## src/rtl/masked_grid_triangulator_assert.svh

```systemverilog
// Assertion macros shared by the triangulator modules.
`ifndef MASKED_GRID_TRIANGULATOR_ASSERT_SVH
`define MASKED_GRID_TRIANGULATOR_ASSERT_SVH

// Same-cycle implication, checked outside reset.
`define MGT_ASSERT(lbl, clk, rst_n, ante, cons, msg) \
    lbl: assert property (@(posedge clk) disable iff (!rst_n) (ante) |-> (cons)) \
        else $error(msg);

// Next-cycle implication, checked outside reset.
`define MGT_ASSERT_NEXT(lbl, clk, rst_n, ante, cons, msg) \
    lbl: assert property (@(posedge clk) disable iff (!rst_n) (ante) |=> (cons)) \
        else $error(msg);

`endif

```

## src/rtl/mgt_pkg.sv

```systemverilog
`default_nettype none
package mgt_pkg;
    // Grid limits and derived widths
    localparam int MAX_WIDTH   = 1024;
    localparam int MAX_HEIGHT  = 1024;
    localparam int COL_W       = $clog2(MAX_WIDTH);
    localparam int ROW_W       = $clog2(MAX_HEIGHT);
    localparam int WDIM_W      = COL_W + 1;
    localparam int HDIM_W      = ROW_W + 1;
    localparam int DIM_W       = 11;
    localparam int IDX_W       = 20;
    localparam int WIDTH_RST   = 640;
    localparam int HEIGHT_RST  = 480;
    localparam int JOB_Q_DEPTH = 4;

    // Configuration register indexes
    typedef enum logic [0:0] {
        CFG_GRID_WIDTH  = 1'b0,
        CFG_GRID_HEIGHT = 1'b1
    } t_cfg_reg;

    // Triangle kinds, corner order as emitted
    typedef enum logic [1:0] {
        KIND_NW_NE_SE = 2'd0,
        KIND_NW_SE_SW = 2'd1,
        KIND_NW_NE_SW = 2'd2,
        KIND_NE_SE_SW = 2'd3
    } t_tri_kind;

    // One classified cell: its corners and one or two triangles
    typedef struct packed {
        logic [IDX_W-1:0] nw;
        logic [IDX_W-1:0] ne;
        logic [IDX_W-1:0] se;
        logic [IDX_W-1:0] sw;
        t_tri_kind        kind_a;
        t_tri_kind        kind_b;
        logic             two;
    } t_job;
endpackage
`default_nettype wire

```

## src/rtl/mgt_queue.sv

```systemverilog
`default_nettype none
module mgt_queue
    import mgt_pkg::*;
(
    input  wire         i_clk,
    input  wire         i_rst_n,
    input  wire         i_push,
    input  wire t_job   i_job,
    output logic        o_ready,
    output logic        o_valid,
    output t_job        o_job,
    input  wire         i_pop
);
`include "masked_grid_triangulator_assert.svh"
    localparam int PTR_W = $clog2(JOB_Q_DEPTH);
    localparam int CNT_W = $clog2(JOB_Q_DEPTH + 1);

    t_job             r_mem [JOB_Q_DEPTH];
    logic [PTR_W-1:0] r_wr, r_rd;
    logic [CNT_W-1:0] r_count;
    logic             push, pop;

    assign o_ready = r_count != CNT_W'(JOB_Q_DEPTH);
    assign o_valid = r_count != '0;
    assign o_job   = r_mem[r_rd];
    assign push    = i_push && o_ready;
    assign pop     = i_pop && o_valid;

    // Hold entries
    always_ff @(posedge i_clk) begin
        if (push) r_mem[r_wr] <= i_job;
    end

    // Advance pointers and fill count
    always_ff @(posedge i_clk) begin
        if (!i_rst_n) begin
            r_wr    <= '0;
            r_rd    <= '0;
            r_count <= '0;
        end else begin
            if (push) r_wr <= (32'(r_wr) == JOB_Q_DEPTH - 1) ? '0 : r_wr + 1'b1;
            if (pop)  r_rd <= (32'(r_rd) == JOB_Q_DEPTH - 1) ? '0 : r_rd + 1'b1;
            if (push && !pop)      r_count <= r_count + 1'b1;
            else if (pop && !push) r_count <= r_count - 1'b1;
        end
    end

    `MGT_ASSERT(a_q_bound, i_clk, i_rst_n, 1'b1, 32'(r_count) <= JOB_Q_DEPTH,
                "queue overfilled")
    `MGT_ASSERT_NEXT(a_q_fill, i_clk, i_rst_n, push && !pop,
                     r_count == $past(r_count) + 1'b1, "queue count lost a beat")
endmodule
`default_nettype wire

```

## config.mk

```make
export PLATFORM = sky130hd
export DESIGN_NAME = mgt_queue
export DESIGN_NICKNAME = d
export VERILOG_FILES = /design/src/rtl/mgt_pkg.sv /design/src/rtl/mgt_queue.sv
export VERILOG_INCLUDE_DIRS = /design/src /design/src/rtl
export SDC_FILE = /design/constraint.sdc
export NUM_CORES = 1
export LEC_CHECK = 0
export BUFFER_PORTS_ARGS = -buffer_cell sky130_fd_sc_hd__buf_2
export CAP_MARGIN = 20
export CORE_AREA = 2 2 205 156
export CTS_BUF_LIST = sky130_fd_sc_hd__clkbuf_4 sky130_fd_sc_hd__clkbuf_8 sky130_fd_sc_hd__clkbuf_16
export DETAILED_ROUTE_END_ITERATION = 7
export DIE_AREA = 0 0 207 158
export PLACE_DENSITY_LB_ADDON = 0.05
export SLEW_MARGIN = 10
export SYNTH_ARGS = -nofsm -noshare
export SYNTH_HDL_FRONTEND = slang
export SYNTH_SLANG_ARGS = --single-unit
```

## constraint.sdc

```tcl
create_clock -name i_clk -period 2.4 [get_ports i_clk]
set_input_delay 0.12 -clock i_clk [delete_from_list [all_inputs] [get_ports i_clk]]
set_output_delay 0.12 -clock i_clk [all_outputs]
set_load 0.03 [all_outputs]
```

==> results.md <==
* CP startpoint: r_count[0]$_SDFFE_PN0P_
* PnR Total Power at 17.5 mW
* CP Launch Type: flip-flop
* Leading post-synthesis cells by cell area: edfxtp_1, mux4_2, dfxtp_1, buf_6, ha_1
* Total grt overflow at 0
* First-pass GRT wire length at about 39,000 um
* Crit share post-route at 95.3%
* Clock latency at the later pin of the worst-skew pair at 0.51 ns
* H-tree Lvls at 2
* Crit path kind: flip-flop to flip-flop
* Placed cells at 1,073
* Critical path's slowest cell: or3_2
* Worst-path clk slew at about 0.060 ns
* Biggest area consumer among synthesized cells: edfxtp_1
* Final setup fails at 0
* Post-DRT Antenna Nets at 0
* Max-slew violations at 0
* Net Sw Frac at around 29%
* Num rows at 56
* Max stage delay on crit path at 0.41 ns
* Post-CTS setup buffers at 0
* Final nets at 890
* Compound-Gate Fraction of Synth Area at 0.275%
* Die area at 32,700 sq um
* Post-route insts no fill at ~1,200
* Netlist cell types at 29
* Req. time, crit path at 2.83 ns
* Area of the core at 30,800 sq um
* Die Span X at 207 um
* Status: complete, no violations
* HPWL Detailed at 15,100 um
* Slew @ Worst Pin at about 0.64 ns
* Mapped cell area at 12,800 sq um
* Net Count, Synth at about 600
* Final setup TNS at 0 ns
* Warnings, synthesis at 0
* Clock sink total at 349
* CTS tree: yes
* Reg2reg path depth at 7
* Root Buffer: clkbuf_16
* CP endpoint kind: flip-flop
* Register bit total from synthesis at 349
* Area delta synth->final at 28.1%
* Gate Count Post-Synth at 495
* Simple-gate area share of the yosys netlist at 0.922%
* Max_slew headroom at 57.3%
* Critical Path AT at 2.72 ns
* Final core occ at 53.0%
* DRC Markers at 0
* Primary FF master, synth: edfxtp_1
* Count leader, synth: edfxtp_1
* Switching Power at 5.10 mW
* Flop pwr share at 43.5%
* Vias in the first global route at 6,728
* Sequential fraction of the synthesis area at between 80% and 90%
* WL/cell at 20.5 um
* Comb power frac at about a quarter
* DRT iter0 DRCs at 386
* I/O pin total at about 180
* Post-Synth Adder-Cell Area at 0.746%
* Die Y at 158 um
* Final hold viol count at 0
* Cell leakage power at 5.54 nW
* Final min period at 2.29 ns
* Starting Density at between 40% and 50%
* Layout cells sized above 1 at 42.0%
* Largest family of logic cells by synthesized area: multiplexers
* RSZ-0062 raised after global routing: no
* Asr flop ratio synth at 0%
* Worst R2R Start: r_count[0]$_SDFFE_PN0P_
* Max-cap check violation count at 0
* Drt total wl at 25,100 um
* Hold Path Depth at 4
* Top cell type's share of synthesized area at 80.1%
* Post-synthesis xor/xnor area fraction at less than 1%
* Final RePlAce weighted congestion at 0.685
* Worst Min Path Start: i_pop
* Vias per cell at approximately 5.0
* Worst vdd ir at 0.000679 V
* Clock Power Share at between 30% and 40%
* Mux cell area share after synthesis at 15.2%
* Gr usage total at between 15 and 20%
* TritonCTS Buffers at 36
* Max Buffers Root-to-Sink at 3
* Post-synth EDFFs at 340
* Port bufs at between 150 and 200
* DR pass1 iterations at 4
* Final hold slack at a little under 0.09 ns
* Avg Synthesized Cell Area at 25.8 sq um
* Synth cell count leaders: edfxtp_1, mux4_2, dfxtp_1
* Achievable Freq at 437 MHz
* Skew final at 0.0218 ns
* Initial antenna violation count at 1
* Largest net degree at the start of global routing at 46
* Power Density at 1070 nW/um^2
* Hold Crit Class: input port to flip-flop
* Via count at slightly above 6,000
* Int Pwr at ~12 mW
* Critical Path, Cell by Cell: o31ai_1 -> ha_1 -> inv_1 -> fa_1 -> xor2_1 -> or3_2 -> a21boi_0
* Worst-path maximum fanout at 5
logic make-up after synthesis:
family	count (synthesis)
AND/OR/NAND/NOR	20
flip-flops	349
adder cells (fa/ha/maj)	7
AO/OA/AOI/OAI	6
buffers and inverters	24
XOR/XNOR	2
multiplexers	87
what timing repair did:
item,CTS,global route
hold buffers,89,0
gates resized for setup,0,0
endpoints found under the hold margin,349,0
sequential cells by signal, summed over array words and instances (netlist names), named ones only:
signal   flops
r_rd         2
r_mem      340
r_wr         2
r_count      3
power groups by stage:
stage	clock network (mW)	registers, mW	logic, mW
final	5.30	7.61	4.58
after global routing	5.70	7.67	4.89
after CTS	5.47	7.62	4.70
after detailed placement	0	7.75	4.56
after global placement	0	7.70	4.53
after floorplan	0	7.63	3.20
layer usage:
metal	track usage, %	up-vias	wire [um]
met4	4.56	0	484
met2	27.2	137	12700
met1	19.7	3204	10500
li1	-	2736	-
met3	3.85	43	1370
met5	0	-	0
cells in the final DEF (no fill, tap or decap), drive strengths merged, types with 2 or more instances in the layout:
| master | instances |
|---|---|
| edfxtp | 340 |
| buf | 193 |
| dlygate4sd3 | 89 |
| mux4 | 85 |
| clkbuf | 49 |
| clkinv | 10 |
| dfxtp | 9 |
| ha | 6 |
| nand2 | 5 |
| and3 | 4 |
| o21ai | 4 |
| inv | 3 |
| or3 | 2 |
| nor2 | 2 |
| nand3 | 2 |
| mux2i | 2 |
| bufinv | 2 |
| and2 | 2 |
final cells by class:
class | count | area, sq um
Antenna cell | 1 | 2.50
Clock buffer | 49 | 1020
Clock inverter | 12 | 104
Fill cell | 2454 | 14500
Inverter | 3 | 11.3
Multi-Input combinational cell | 122 | 2210
Sequential cell | 349 | 10400
Tap cell | 406 | 508
Timing Repair Buffer | 282 | 2080
worst paths after layout:
check	slack [ns]	endpoint
max reg2reg	0.11	r_count[2]$_SDFFE_PN0P_
min	0.09	flip-flop
min reg2reg	0.51	r_wr[1]$_SDFFE_PN0P_
max	0.11	r_count[2]$_SDFFE_PN0P_
stage by stage:
| stage | worst slack [ns] | cell area, sq um |
|---|---|---|
| after floorplan | 0.174 | 12800 |
| after global placement | 0.291 | 14300 |
| after detailed placement | 0.113 | 14300 |
| after CTS | 0.0430 | 16300 |
| after global routing | 0.000973 | 16300 |
| final | 0.113 | 16300 |
critical path, delay by kind of cell (launching register included):
family	cells	cell delay (ns)
adders and majority gates	2	0.63
xor gates and xnor gates	1	0.19
AOI/OAI and AO/OA	2	0.55
buffers and inverters	1	0.07
DFF	1	0.36
and+or+nand+nor	1	0.41
Power figures use the tool's default switching activity.
